==> config.mk <==
export PLATFORM = sky130hd
export DESIGN_NAME = md5_style_block_hash_core
export DESIGN_NICKNAME = d
export VERILOG_FILES = /design/src/md5s_pkg.sv /design/src/md5s_ram.sv /design/src/md5s_round.sv /design/src/md5s_compress.sv /design/src/md5_style_block_hash_core.sv
export VERILOG_INCLUDE_DIRS = /design/src /design/src/src
export SDC_FILE = /design/constraint.sdc
export NUM_CORES = 2
export LEC_CHECK = 0
export ABC_AREA = 1
export BUFFER_PORTS_ARGS = -buffer_cell sky130_fd_sc_hd__buf_2
export CORE_MARGIN = 3
export CORE_UTILIZATION = 40
export DETAILED_ROUTE_END_ITERATION = 10
export PLACE_DENSITY = 0.67
export SLEW_MARGIN = 20
export SYNTH_ARGS = -nofsm -noshare
export SYNTH_HDL_FRONTEND = slang
export SYNTH_SLANG_ARGS = --single-unit
==> constraint.sdc <==
create_clock -name clk -period 7.4 [get_ports clk]
set_input_delay 1.48 -clock clk [delete_from_list [all_inputs] [get_ports clk]]
set_output_delay 1.48 -clock clk [all_outputs]
set_load 0.01 [all_outputs]
==> src/md5_style_block_hash_core_assert.svh <==
// ----------------------------------------------------------------------------
// Assertion macros for the MD5-style block hash core
// Shared concurrent assertion forms, clocked and disabled during reset.
// ----------------------------------------------------------------------------
`ifndef MD5_STYLE_BLOCK_HASH_CORE_ASSERT_SVH
`define MD5_STYLE_BLOCK_HASH_CORE_ASSERT_SVH

// The consequent must hold in the same cycle as the antecedent.
`define HASH_ASSERT_SAME(label, clk, rst_n, ante, cons) \
    label: assert property (@(posedge clk) disable iff (!rst_n) (ante) |-> (cons)) \
        else $error("hash core assertion failed");

// The consequent must hold in the cycle after the antecedent.
`define HASH_ASSERT_NEXT(label, clk, rst_n, ante, cons) \
    label: assert property (@(posedge clk) disable iff (!rst_n) (ante) |=> (cons)) \
        else $error("hash core assertion failed");

`endif

==> src/md5s_pkg.sv <==
// ----------------------------------------------------------------------------
// MD5-style hash package
// Payload types, control structs, reset constants and round tables.
// ----------------------------------------------------------------------------
package md5s_pkg;

    typedef struct packed {
        logic       action;
        logic [7:0] data_byte;
    } msg_t;

    typedef struct packed {
        logic [31:0] digest_a;
        logic [31:0] digest_b;
        logic [31:0] digest_c;
        logic [31:0] digest_d;
    } digest_t;

    typedef struct packed {
        logic start;
        logic restart;
    } cmp_ctrl_t;

    typedef struct packed {
        logic busy;
        logic done;
    } cmp_stat_t;

    localparam int CFG_IDX_W = 4;

    localparam logic [CFG_IDX_W-1:0] CFG_INIT_A = 4'd0;
    localparam logic [CFG_IDX_W-1:0] CFG_INIT_B = 4'd1;
    localparam logic [CFG_IDX_W-1:0] CFG_INIT_C = 4'd2;
    localparam logic [CFG_IDX_W-1:0] CFG_INIT_D = 4'd3;

    localparam logic [31:0] RESET_A = 32'h01234567;
    localparam logic [31:0] RESET_B = 32'h89abcdef;
    localparam logic [31:0] RESET_C = 32'hfedcba98;
    localparam logic [31:0] RESET_D = 32'h76543210;

    localparam logic [7:0] PAD_BYTE = 8'h80;

    localparam logic [31:0] ROUND_ADD [64] = '{
        32'hd76aa478, 32'he8c7b756, 32'h242070db, 32'hc1bdceee,
        32'hf57c0faf, 32'h4787c62a, 32'ha8304613, 32'hfd469501,
        32'h698098d8, 32'h8b44f7af, 32'hffff5bb1, 32'h895cd7be,
        32'h6b901122, 32'hfd987193, 32'ha679438e, 32'h49b40821,
        32'hf61e2562, 32'hc040b340, 32'h265e5a51, 32'he9b6c7aa,
        32'hd62f105d, 32'h02441453, 32'hd8a1e681, 32'he7d3fbc8,
        32'h21e1cde6, 32'hc33707d6, 32'hf4d50d87, 32'h455a14ed,
        32'ha9e3e905, 32'hfcefa3f8, 32'h676f02d9, 32'h8d2a4c8a,
        32'hfffa3942, 32'h8771f681, 32'h6d9d6122, 32'hfde5380c,
        32'ha4beea44, 32'h4bdecfa9, 32'hf6bb4b60, 32'hbebfbc70,
        32'h289b7ec6, 32'heaa127fa, 32'hd4ef3085, 32'h04881d05,
        32'hd9d4d039, 32'he6db99e5, 32'h1fa27cf8, 32'hc4ac5665,
        32'hf4292244, 32'h432aff97, 32'hab9423a7, 32'hfc93a039,
        32'h655b59c3, 32'h8f0ccc92, 32'hffeff47d, 32'h85845dd1,
        32'h6fa87e4f, 32'hfe2ce6e0, 32'ha3014314, 32'h4e0811a1,
        32'hf7537e82, 32'hbd3af235, 32'h2ad7d2bb, 32'heb86d391
    };

    localparam logic [4:0] ROT_AMOUNT [16] = '{
        5'd7, 5'd12, 5'd17, 5'd22, 5'd5, 5'd9, 5'd14, 5'd20,
        5'd4, 5'd11, 5'd16, 5'd23, 5'd6, 5'd10, 5'd15, 5'd21
    };

    // Message word used by a given round.
    function automatic logic [3:0] msg_index(input logic [5:0] rnd);
        logic [3:0] lo;
        logic [3:0] idx;
        lo = rnd[3:0];
        case (rnd[5:4])
            2'd0: idx = lo;
            2'd1: idx = 4'(lo * 4'd5 + 4'd1);
            2'd2: idx = 4'(lo * 4'd3 + 4'd5);
            default: idx = 4'(lo * 4'd7);
        endcase
        return idx;
    endfunction

endpackage

==> src/md5s_ram.sv <==
// ----------------------------------------------------------------------------
// Generic RAM
// One write port and one read port with registered read data.
// ----------------------------------------------------------------------------
module md5s_ram #(
    parameter int WIDTH = 8,
    parameter int DEPTH = 16
) (
    input  logic                     clk,
    input  logic                     we,
    input  logic [$clog2(DEPTH)-1:0] waddr,
    input  logic [WIDTH-1:0]         wdata,
    input  logic [$clog2(DEPTH)-1:0] raddr,
    output logic [WIDTH-1:0]         rdata
);

    logic [WIDTH-1:0] mem_reg [DEPTH];
    logic [WIDTH-1:0] rdata_reg;

    always_ff @(posedge clk)
    begin
        if (we)
        begin
            mem_reg[waddr] <= wdata;
        end
        rdata_reg <= mem_reg[raddr];
    end

    assign rdata = rdata_reg;

endmodule

==> src/md5s_round.sv <==
// ----------------------------------------------------------------------------
// MD5-style round unit
// Computes the new second working word for one round of the compression.
// ----------------------------------------------------------------------------
module md5s_round
    import md5s_pkg::*;
(
    input  logic [31:0] a,
    input  logic [31:0] b,
    input  logic [31:0] c,
    input  logic [31:0] d,
    input  logic [31:0] m_word,
    input  logic [5:0]  rnd,
    output logic [31:0] b_new
);

    logic [31:0] f;
    logic [31:0] sum;
    logic [4:0]  sh;
    logic [31:0] rotated;

    always_comb
    begin
        case (rnd[5:4])
            2'd0: f = (b & c) | (~b & d);
            2'd1: f = (b & d) | (c & ~d);
            2'd2: f = b ^ c ^ d;
            default: f = c ^ (b | ~d);
        endcase
        sum = a + f + m_word + ROUND_ADD[rnd];
        sh = ROT_AMOUNT[{rnd[5:4], rnd[1:0]}];
        rotated = (sum << sh) | (sum >> (6'd32 - {1'b0, sh}));
        b_new = b + rotated;
    end

endmodule

==> src/md5s_compress.sv <==
// ----------------------------------------------------------------------------
// MD5-style compression engine
// Runs 64 rounds, one per cycle, through the round unit, then adds the
// working words into the chaining words.
// ----------------------------------------------------------------------------
module md5s_compress
    import md5s_pkg::*;
(
    input  logic        clk,
    input  logic        rst_n,
    input  cmp_ctrl_t   ctrl,
    input  digest_t     init,
    input  logic [31:0] m_word,
    output logic [3:0]  rd_addr,
    output cmp_stat_t   stat,
    output digest_t     chain
);

    logic        busy_reg, busy_next;
    logic        add_reg, add_next;
    logic [5:0]  round_reg, round_next;
    logic [31:0] a_reg, a_next;
    logic [31:0] b_reg, b_next;
    logic [31:0] c_reg, c_next;
    logic [31:0] d_reg, d_next;
    digest_t     chain_reg, chain_next;
    logic [31:0] round_b;

    md5s_round u_round (
        .a      (a_reg),
        .b      (b_reg),
        .c      (c_reg),
        .d      (d_reg),
        .m_word (m_word),
        .rnd    (round_reg),
        .b_new  (round_b)
    );

    always_comb
    begin
        busy_next  = busy_reg;
        add_next   = 1'b0;
        round_next = round_reg;
        a_next     = a_reg;
        b_next     = b_reg;
        c_next     = c_reg;
        d_next     = d_reg;
        chain_next = chain_reg;
        if (ctrl.start)
        begin
            busy_next  = 1'b1;
            round_next = '0;
            a_next     = chain_reg.digest_a;
            b_next     = chain_reg.digest_b;
            c_next     = chain_reg.digest_c;
            d_next     = chain_reg.digest_d;
        end
        else if (busy_reg)
        begin
            a_next     = d_reg;
            b_next     = round_b;
            c_next     = b_reg;
            d_next     = c_reg;
            round_next = round_reg + 6'd1;
            if (round_reg == 6'd63)
            begin
                busy_next = 1'b0;
                add_next  = 1'b1;
            end
        end
        if (add_reg)
        begin
            chain_next.digest_a = chain_reg.digest_a + a_reg;
            chain_next.digest_b = chain_reg.digest_b + b_reg;
            chain_next.digest_c = chain_reg.digest_c + c_reg;
            chain_next.digest_d = chain_reg.digest_d + d_reg;
        end
        if (ctrl.restart)
        begin
            chain_next = init;
        end
    end

    always_ff @(posedge clk or negedge rst_n)
    begin
        if (!rst_n)
        begin
            busy_reg  <= 1'b0;
            add_reg   <= 1'b0;
            round_reg <= '0;
            chain_reg <= '{digest_a: RESET_A, digest_b: RESET_B,
                           digest_c: RESET_C, digest_d: RESET_D};
        end
        else
        begin
            busy_reg  <= busy_next;
            add_reg   <= add_next;
            round_reg <= round_next;
            chain_reg <= chain_next;
        end
    end

    always_ff @(posedge clk)
    begin
        a_reg <= a_next;
        b_reg <= b_next;
        c_reg <= c_next;
        d_reg <= d_next;
    end

    assign rd_addr   = busy_reg ? msg_index(round_reg + 6'd1) : 4'd0;
    assign stat.busy = busy_reg | add_reg;
    assign stat.done = add_reg;
    assign chain     = chain_reg;

endmodule

==> src/md5_style_block_hash_core.sv <==
// ----------------------------------------------------------------------------
// MD5-style block hash core
// Packs message bytes into a 16-word block, compresses each full block and
// emits the four chaining words when a message is finished.
//
// Channel   Direction  Handshake                    Contents
// msg       in         msg_valid / msg_stall        action, data_byte
// digest    out        digest_valid / digest_stall  digest_a .. digest_d
// cfg       in         cfg_valid / cfg_ready        cfg_index, cfg_data
//
// A data byte is written without stalling the msg channel; the 64th byte of a
// block then runs the compression engine: its start, 64 rounds and chaining add.
// A finish writes the padding bytes, runs one compression and, when the pad
// byte lands at position 60 or later, clears the block and runs a second
// compression, then loads the digest register.
// The msg channel stalls while a block is padded out, cleared or compressed and while the digest waits to load.
// A held digest stalls only the next finish, at its final load.
// ----------------------------------------------------------------------------
`include "md5_style_block_hash_core_assert.svh"

module md5_style_block_hash_core
    import md5s_pkg::*;
(
    input  logic                 clk,
    input  logic                 rst_n,
    input  logic                 msg_valid,
    output logic                 msg_stall,
    input  msg_t                 msg,
    output logic                 digest_valid,
    input  logic                 digest_stall,
    output digest_t              digest,
    input  logic                 cfg_valid,
    output logic                 cfg_ready,
    input  logic [CFG_IDX_W-1:0] cfg_index,
    input  logic [31:0]          cfg_data
);

    localparam logic [2:0] ST_IDLE  = 3'd0;
    localparam logic [2:0] ST_PAD   = 3'd1;
    localparam logic [2:0] ST_CLEAR = 3'd2;
    localparam logic [2:0] ST_START = 3'd3;
    localparam logic [2:0] ST_WAIT  = 3'd4;
    localparam logic [2:0] ST_EMIT  = 3'd5;

    localparam logic [1:0] MODE_DATA = 2'd0;
    localparam logic [1:0] MODE_WRAP = 2'd1;
    localparam logic [1:0] MODE_LAST = 2'd2;

    logic [2:0]  state_reg, state_next;
    logic [1:0]  mode_reg, mode_next;
    logic [5:0]  fill_reg, fill_next;
    logic [6:0]  pad_reg, pad_next;
    logic [3:0]  clr_reg, clr_next;
    logic [31:0] total_reg, total_next;
    digest_t     init_reg, init_next;
    logic        dig_valid_reg, dig_valid_next;
    digest_t     digest_reg, digest_next;

    logic        msg_accept;
    logic        load_dig;
    logic [3:0]  we_lane;
    logic [3:0]  waddr;
    logic [31:0] wdata;
    logic [3:0]  rd_addr;
    logic [31:0] m_word;
    cmp_ctrl_t   cmp_ctrl;
    cmp_stat_t   cmp_stat;
    digest_t     chain;

    for (genvar lane = 0; lane < 4; lane++)
    begin : g_lane
        md5s_ram #(
            .WIDTH (8),
            .DEPTH (16)
        ) u_ram (
            .clk   (clk),
            .we    (we_lane[lane]),
            .waddr (waddr),
            .wdata (wdata[8*lane +: 8]),
            .raddr (rd_addr),
            .rdata (m_word[8*lane +: 8])
        );
    end

    md5s_compress u_compress (
        .clk     (clk),
        .rst_n   (rst_n),
        .ctrl    (cmp_ctrl),
        .init    (init_reg),
        .m_word  (m_word),
        .rd_addr (rd_addr),
        .stat    (cmp_stat),
        .chain   (chain)
    );

    assign msg_stall  = (state_reg != ST_IDLE);
    assign msg_accept = msg_valid && !msg_stall;
    assign cfg_ready  = 1'b1;

    always_comb
    begin
        state_next       = state_reg;
        mode_next        = mode_reg;
        fill_next        = fill_reg;
        pad_next         = pad_reg;
        clr_next         = clr_reg;
        total_next       = total_reg;
        we_lane          = 4'b0000;
        waddr            = fill_reg[5:2];
        wdata            = '0;
        cmp_ctrl.start   = 1'b0;
        cmp_ctrl.restart = 1'b0;
        load_dig         = 1'b0;
        case (state_reg)
            ST_IDLE:
            begin
                if (msg_accept)
                begin
                    we_lane = 4'b0001 << fill_reg[1:0];
                    waddr   = fill_reg[5:2];
                    if (!msg.action)
                    begin
                        wdata      = {4{msg.data_byte}};
                        total_next = total_reg + 32'd1;
                        fill_next  = fill_reg + 6'd1;
                        if (fill_reg == 6'd63)
                        begin
                            mode_next  = MODE_DATA;
                            state_next = ST_START;
                        end
                    end
                    else
                    begin
                        wdata      = {4{PAD_BYTE}};
                        pad_next   = {1'b0, fill_reg} + 7'd1;
                        state_next = ST_PAD;
                    end
                end
            end
            ST_PAD:
            begin
                if (pad_reg == 7'd64)
                begin
                    mode_next  = MODE_WRAP;
                    state_next = ST_START;
                end
                else if (pad_reg == 7'd60)
                begin
                    we_lane    = 4'b1111;
                    waddr      = 4'd15;
                    wdata      = total_reg;
                    mode_next  = MODE_LAST;
                    state_next = ST_START;
                end
                else
                begin
                    we_lane  = 4'b0001 << pad_reg[1:0];
                    waddr    = pad_reg[5:2];
                    pad_next = pad_reg + 7'd1;
                end
            end
            ST_CLEAR:
            begin
                we_lane = 4'b1111;
                waddr   = clr_reg;
                if (clr_reg == 4'd15)
                begin
                    wdata      = total_reg;
                    mode_next  = MODE_LAST;
                    state_next = ST_START;
                end
                else
                begin
                    clr_next = clr_reg + 4'd1;
                end
            end
            ST_START:
            begin
                cmp_ctrl.start = 1'b1;
                state_next     = ST_WAIT;
            end
            ST_WAIT:
            begin
                if (cmp_stat.done)
                begin
                    case (mode_reg)
                        MODE_WRAP:
                        begin
                            clr_next   = '0;
                            state_next = ST_CLEAR;
                        end
                        MODE_LAST: state_next = ST_EMIT;
                        default:   state_next = ST_IDLE;
                    endcase
                end
            end
            ST_EMIT:
            begin
                if (!dig_valid_reg || !digest_stall)
                begin
                    load_dig         = 1'b1;
                    cmp_ctrl.restart = 1'b1;
                    fill_next        = '0;
                    total_next       = '0;
                    state_next       = ST_IDLE;
                end
            end
            default: state_next = ST_IDLE;
        endcase
    end

    always_comb
    begin
        dig_valid_next = dig_valid_reg;
        digest_next    = digest_reg;
        if (dig_valid_reg && !digest_stall)
        begin
            dig_valid_next = 1'b0;
        end
        if (load_dig)
        begin
            dig_valid_next = 1'b1;
            digest_next    = chain;
        end
    end

    always_comb
    begin
        init_next = init_reg;
        if (cfg_valid && cfg_ready)
        begin
            case (cfg_index)
                CFG_INIT_A: init_next.digest_a = cfg_data;
                CFG_INIT_B: init_next.digest_b = cfg_data;
                CFG_INIT_C: init_next.digest_c = cfg_data;
                CFG_INIT_D: init_next.digest_d = cfg_data;
                default:    init_next = init_reg;
            endcase
        end
    end

    always_ff @(posedge clk or negedge rst_n)
    begin
        if (!rst_n)
        begin
            state_reg     <= ST_IDLE;
            mode_reg      <= MODE_DATA;
            fill_reg      <= '0;
            pad_reg       <= '0;
            clr_reg       <= '0;
            total_reg     <= '0;
            dig_valid_reg <= 1'b0;
            init_reg      <= '{digest_a: RESET_A, digest_b: RESET_B,
                              digest_c: RESET_C, digest_d: RESET_D};
        end
        else
        begin
            state_reg     <= state_next;
            mode_reg      <= mode_next;
            fill_reg      <= fill_next;
            pad_reg       <= pad_next;
            clr_reg       <= clr_next;
            total_reg     <= total_next;
            dig_valid_reg <= dig_valid_next;
            init_reg      <= init_next;
        end
    end

    always_ff @(posedge clk)
    begin
        digest_reg <= digest_next;
    end

    assign digest_valid = dig_valid_reg;
    assign digest       = digest_reg;

    `HASH_ASSERT_SAME(a_busy_in_wait, clk, rst_n, cmp_stat.busy, state_reg == ST_WAIT)
    `HASH_ASSERT_SAME(a_pad_bound, clk, rst_n, state_reg == ST_PAD, pad_reg <= 7'd64)
    `HASH_ASSERT_NEXT(a_full_block_starts, clk, rst_n, msg_accept && !msg.action && fill_reg == 6'd63, state_reg == ST_START)
    `HASH_ASSERT_NEXT(a_emit_restarts, clk, rst_n, load_dig, fill_reg == 6'd0 && total_reg == 32'd0 && digest_valid)

endmodule
### Word-level counts from Yosys, hierarchy flattened

Memories as Yosys holds them, arrays and structs flattened. A register that Yosys moved wholly into a read port is not among the register bits.
Index checks and enable logic that the tools add are counted.

| word-level totals | value |
|---|---|
| register bits | 575 |
| latch bits | 0 |
| memory bits (writable) | 512 |
| ROM bits | 2128 |
| bits of input ports | 50 |
| word-level logic and storage cells | 217 |
| memories kept | 6 |

| operators by class | value |
|---|---|
| add/subtract/negate cells | 17 |
| multiply operators | 3 |
| divide/modulo/power cells | 0 |
| $lt $le $gt $ge | 2 |
| equal/unequal tests | 32 |
| shift-type cells | 4 |
| multiplexer cells | 85 |
| bitwise logic cells | 15 |
| reduce and logical (&&, ||, !) cells | 27 |

Memories:

| memory | words | bits a word | rd ports | clocked after Yosys merged registers in | wr ports | RTL line | source |
|---|---|---|---|---|---|---|---|
| (name not given) | 64 | 32 | 1 | 0 | 0 | md5s_round.sv:30 | `sum = a + f + m_word + ROUND_ADD[rnd];` |
| g_lane[0].u_ram.mem_reg | 16 | 8 | 1 | 1 | 1 | md5s_ram.sv:17 | `logic [WIDTH-1:0] mem_reg [DEPTH];` |
| g_lane[1].u_ram.mem_reg | 16 | 8 | 1 | 1 | 1 | md5s_ram.sv:17 |  |
| g_lane[2].u_ram.mem_reg | 16 | 8 | 1 | 1 | 1 | md5s_ram.sv:17 |  |
| g_lane[3].u_ram.mem_reg | 16 | 8 | 1 | 1 | 1 | md5s_ram.sv:17 |  |
| (name not given) | 16 | 5 | 1 | 0 | 0 | md5s_round.sv:31 | `sh = ROT_AMOUNT[{rnd[5:4], rnd[1:0]}];` |

Operator list:

| cell | number |
|---|---|
| $mux 32 | 18 |
| $add 32x32->32 | 8 |
| $mux 128 | 2 |
| $pmux 32 s3 | 2 |
| $and 32x32->32 | 4 |
| $or 32x32->32 | 4 |
| $xor 32x32->32 | 3 |
| $not 32->32 | 2 |
| $pmux 32 s2 | 1 |
| $mux 4 | 9 |
| $add 32x1->32 const B | 1 |
| $shl 32x5->32 | 1 |
| $shr 32x6->32 | 1 |
| $mux 6 | 5 |
| $mux 7 | 4 |
| $mux 3 | 8 |
| $pmux 4 s3 | 2 |
| $ne 2x2->1 const B | 10 |
| $mux 1 | 19 |
| $pmux 3 s6 | 1 |
| $pmux 4 s2 | 2 |
| $pmux 7 s2 | 1 |
| $add 6x1->6 const B | 2 |
| $eq 6x6->1 const B | 2 |
| 41 further kinds | 73 |

### Logic depth before layout (Yosys ltp)

| depth | value |
|---|---|
| depth in word-level cells | 12 |
| gate-level depth with buffers | 54 |
| gate-level depth less buffers | 53 |

### By module

Synthesis repeated with hierarchy kept, for this count alone.

| second synthesis, totals | value |
|---|---|
| cell total of the unflattened synthesis | 9052 |
| area, all modules | 69649.3 sq um |

By module, submodules not included:

| module | times used | cells each | area an instance (sq um) | seq. area each (sq um) |
|---|---|---|---|---|
| md5s_ram | 4 | 551 | 5766.8 | 4003.8 |
| md5s_compress | 1 | 3147 | 20753.7 | 7327.0 |
| md5s_round | 1 | 2474 | 13221.4 | 0.0 |
| md5_style_block_hash_core | 1 | 1227 | 12607.1 | 8503.2 |

### Least setup slack after synthesis

OpenSTA, ideal clock, no wires.

| timing | value |
|---|---|
| path type | register to register |
| start point | register u_compress.round_reg[1] |
| end point | register u_compress.b_reg[22] (data pin) |
| data arrival time | 6988 ps |
| data required time | 7136 ps |
| setup slack | 147 ps |
| stages on the path, launching flop included | 46 |
| path buffers | 2 |
| clock period less this slack | 7253 ps |
| path through | dfrtp_1 > buf_2 > inv_1 > ha_1 > buf_2 > nor2_1 > inv_1 > nand2_1 > a21oi_1 > a2111o_1 > fa_1 > inv_1 > fa_1 > inv_1 > ha_1 > nand2_1 > nor2_1 > inv_1 > [10 not listed] > o31ai_1 > a22oi_1 > nand2_1 > ha_1 > fa_1 > nand3_1 > nand3_1 > nand2_1 > nand2_1 > a21oi_1 > inv_1 > a21oi_1 > inv_1 > a21boi_0 > o21ai_0 > or2_2 > nand3_1 > o21ai_0 |

| on the way | value |
|---|---|
| word-level cells in the longest chain between the ends | 10 |
| elaborated cells between the ends (all ways) | 16 |

Ends and longest elaborated chain:

| what | RTL line | source |
|---|---|---|
| start, declared | md5s_compress.sv:21 | `logic [5:0] round_reg, round_next;` |
| start signal, assigned | md5s_compress.sv:98 | `round_reg <= round_next;` |
| $not 6->7 (not written as such) / $not 4->5 (equally long branches) | md5s_round.sv:30, md5s_round.sv:31 |  |
| $mem_v2 64x32 / $mem_v2 16x5 (equally long branches) | n/a |  |
| $mux 32 (not written as such) / $mux 5 (equally long branches) (2 in a row) | md5s_round.sv:30, md5s_round.sv:31 |  |
| $add 32x32->32 / $sub 6x5->6 (equally long branches) | md5s_round.sv:30, md5s_round.sv:32 |  |
| $shr 32x6->32 / $shl 32x5->32 (equally long branches) | md5s_round.sv:32 | `rotated = (sum << sh) \| (sum >> (6'd32 - {1'b0, sh}));` |
| $or 32x32->32 * | md5s_round.sv:32 |  |
| $add 32x32->32 * | md5s_round.sv:33 | `b_new = b + rotated;` |
| $mux 32 * | md5s_compress.sv:58 | `else if (busy_reg)` |
| $mux 32 * | md5s_compress.sv:49 | `if (ctrl.start)` |
| net u_compress.b_next[22] | md5s_compress.sv:23 | `logic [31:0] b_reg, b_next;` |
| end signal, assigned | md5s_compress.sv:106 | `b_reg <= b_next;` |
| end, declared | md5s_compress.sv:23 |  |

The timed path passes the listed nets; every way through them passes the cells marked *. The select of a mux whose other input is x is not followed.
A chain may end at the register's enable or synchronous reset.

### Worst setup path after layout

| timing | value |
|---|---|
| start point | register u_compress.round_reg[1] |
| end point | register u_compress.b_reg[31] (data pin) |

The elaborated chain is that of the path after synthesis.

==> impl_metrics.json <==
{
  "status": "finished, final reports clean",
  "synth-edff-count": 768,
  "async_flop_share": 0.285,
  "largest_reg_flops": 512,
  "drv_slew": 0,
  "die-area_mm2": 0.167,
  "timing.critical_path.to_type": "flip-flop",
  "place.gp.congestion": 0.987,
  "synth_seq_area_share": 0.490,
  "die_y_um": 409,
  "drcViolationCount": 0,
  "critPathSlowestCell": "fa_1",
  "place_inst": 10391,
  "syn_to_final_growth_pct": 23.6,
  "crit_path_max_incr_delay_ns": 0.52,
  "finalSetupViolCount": 0,
  "fin_worst_skew_ns": 0.0666,
  "numPortBuffers": 179,
  "grt_pass1_vias": 56082,
  "drv_cap": 0,
  "path_max_fanout": 7,
  "wl_per_cell_um": 22.9,
  "rows": 147,
  "cts_tree": "built",
  "clk_pin_slew_ns": 0.07,
  "clock-sinks": 1119,
  "min_path_type": "reg2reg",
  "slew_headroom": 0.135,
  "clock-root-buffer": "clkbuf_16",
  "final_cells": 10670,
  "die_w_um": 409,
  "first_iter_violations": 6624,
  "hold_viol_final": 0,
  "hold_start": "u_compress.chain[121]",
  "wl_um": 244000,
  "arrival_ns": 7.80,
  "rrSetupSlack_ns": 0.12,
  "cts.path.max_buffers": 3,
  "dr.pass1.iters": 6,
  "synth.distinct_cells": 70,
  "rsz0062_at_grt": "yes",
  "vias": 59482,
  "r2r.worst_path.cells": 49,
  "clock_latency_ns": 0.79,
  "tightest_slew_ns": 1.30,
  "crit_buf_inv": 11,
  "initial_utilization": 0.404,
  "gr-total-overflow": 0,
  "hold_path_depth": 0,
  "htreeDepth": 3,
  "drive_gt1_frac": 0.223,
  "syn_inst": 7638,
  "period_minus_slack_ns": 7.28,
  "cts_made_buffers": 113,
  "routed_via_density": 5.57,
  "cp_data_required_time_ns": 7.92,
  "ys_ff_latch": 1119,
  "grt_max_degree": 199,
  "r2r-end": "u_compress.b_reg[31]",
  "ant_nets": 0,
  "ios": 181,
  "fmax_mhz": 137,
  "grtUsageTotal": 0.281,
  "yosys_most_used_dff": "edfxtp_1",
  "critical_path_class": "reg2reg",
  "nets": 8746,
  "avgSynthCellArea_um2": 8.51,
  "core_mm2": 0.161,
  "cp-start-kind": "flip-flop",
  "syn_area_mm2": 0.0650,
  "ys_warn_count": 0,
  "cp_top_family": "simple AND/OR/NAND/NOR gates",
  "dpl.hpwl_um": 183000,
  "cts_hold_buf": 0,
  "grt_pass1_wl_um": 355000,
  "syn_nets": 7974,
  "min_period_over_period": 0.983,
  "rr_startpoint": "u_compress.round_reg[1]",
  "holdPathEnd": "digest[121]",
  "final_util": 0.499,
  "antenna_found_initial": 17
}
[kinds of logic (layout without fill, tap and decap cells)]
kind of cell | after synthesis | count (layout) | share of synthesized area
AO/OA/AOI/OAI | 1881 | 1881 | 0.166
XOR/XNOR | 106 | 106 | 0.0146
adder cells (fa/ha/maj) | 286 | 286 | 0.0629
buffers and inverters | 1339 | 2210 | 0.0811
flip-flops | 1119 | 1119 | 0.490
multiplexers | 2 | 2 | 0.000308
other | 1 | 2 | 0.0000577
AND/OR/NAND/NOR | 2904 | 2904 | 0.184
[layout by cell type, fill, tap and decap left out, drive strengths merged, types with 4 or more instances in the layout]
| cell | netlist | final |
|---|---|---|
| o21bai | 15 | 15 |
| nor2 | 453 | 453 |
| xor2 | 55 | 55 |
| ha | 218 | 218 |
| clkinvlp | 0 | 4 |
| nand3b | 17 | 17 |
| o2111ai | 9 | 9 |
| dfrtp | 191 | 191 |
| a221oi | 13 | 13 |
| inv | 1035 | 1035 |
| xnor2 | 51 | 51 |
| a21boi | 25 | 25 |
| nand2 | 1816 | 1816 |
| buf | 113 | 957 |
| nor3 | 108 | 108 |
| clkinv | 1 | 41 |
| o21ai | 932 | 932 |
| a22o | 8 | 8 |
| nand4 | 57 | 57 |
| a22oi | 6 | 6 |
| fa | 68 | 68 |
| o311ai | 6 | 6 |
| nor4 | 13 | 13 |
| a21oi | 495 | 495 |
| a31oi | 31 | 31 |
| a211oi | 9 | 9 |
| clkbuf | 190 | 160 |
| o21a | 14 | 14 |
| o31ai | 11 | 11 |
| a2111oi | 9 | 9 |
| o211ai | 140 | 140 |
| o221ai | 91 | 91 |
| dfxtp | 32 | 32 |
| edfxtp | 768 | 768 |
| o22ai | 51 | 51 |
| dfstp | 128 | 128 |
| or2 | 21 | 21 |
| bufinv | 0 | 13 |
| a21o | 9 | 9 |
| nand3 | 410 | 410 |
[worst max-delay path by stage]
stage | from | endpoint | slack, ns | cells after the start
5_1_grt | u_compress.round_reg[5] | u_compress.b_reg[28] | -0.19 | 44
6_report | u_compress.round_reg[1] | u_compress.b_reg[31] | 0.12 | 49
3_5_place_dp | u_compress.round_reg[0] | u_compress.b_reg[31] | -0.68 | 46
2_1_floorplan | u_compress.round_reg[1] | u_compress.b_reg[22] | 0.15 | 45
3_3_place_gp | u_compress.round_reg[1] | u_compress.b_reg[31] | -0.74 | 46
4_1_cts | u_compress.round_reg[0] | u_compress.b_reg[26] | -0.05 | 46
[cells in the mapped netlist (19+ instances only)]
library cell / count / area (um^2)
inv_2: 25 / 93.8
clkbuf_1: 188 / 706
nand3_1: 407 / 2040
a31oi_1: 31 / 194
o211ai_1: 108 / 811
o22ai_1: 51 / 319
o211ai_2: 32 / 400
nand4_1: 57 / 357
edfxtp_1: 768 / 23100
o21ai_1: 194 / 971
xnor2_1: 51 / 447
buf_2: 55 / 275
a21oi_1: 495 / 2480
a21boi_0: 21 / 158
o21ai_0: 735 / 3680
buf_4: 19 / 143
ha_1: 218 / 2730
nand2_1: 1813 / 6810
inv_1: 1010 / 3790
nor3_1: 105 / 526
o221ai_1: 90 / 788
dfrtp_1: 191 / 4780
buf_1: 26 / 97.6
xor2_1: 54 / 473
dfxtp_1: 32 / 641
dfstp_2: 128 / 3360
fa_1: 68 / 1360
nor2_1: 442 / 1660
[layer usage]
metal	share of wire	track usage	wire, um	vias to the layer above
met1	0.40	0.370	97500	28614
met3	0.079	0.0396	19300	627
li1	-	-	-	27542
met5	0	0	0	-
met4	0.064	0.148	15600	0
met2	0.46	0.450	112000	2699
[worst register-to-register path: cells and delay by family, from the launching register on]
| kind | cells | cell delay, ns |
|---|---|---|
| AO/OA/AOI/OAI | 8 | 1.46 |
| flip-flops | 1 | 0.45 |
| AND/OR/NAND/NOR | 25 | 2.16 |
| adder cells (fa/ha/maj) | 5 | 1.78 |
| buffers and inverters | 11 | 1.18 |
[final cells by class]
cell class              count  area, um^2
flip-flops and latches   1119       31900
clock buffers             157        3130
fillers                 15061       80600
repair buffers            960        7260
multi-input cells        5180       30700
inverters                1036        3910
clock inverters            57         779
well taps                2160        2700
diodes                      1        2.50
[per-stage QoR]
stage	hold slack, ns	instance area (um^2)	worst slack (ns)	TNS (ns)
after floorplan	0.453	65000	0.147	0
final	0.471	80300	0.122	0
after detailed placement	0.473	73000	-0.682	-6.95
after global routing	0.480	80300	-0.194	-1.16
after global placement	0.466	73000	-0.737	-7.99
after CTS	0.469	77600	-0.0512	-0.103
[what timing repair did]
action / CTS / global route
setup buffers: 8 / 56
gates cloned: 0 / 3
endpoints found under the setup margin: 23 / 26
gates resized for setup: 184 / 569
pin swaps: 38 / 187
Power is left out: the tool's default activity adds up to more than one toggle a clock period on the data nets, which glitch-free logic cannot reach.
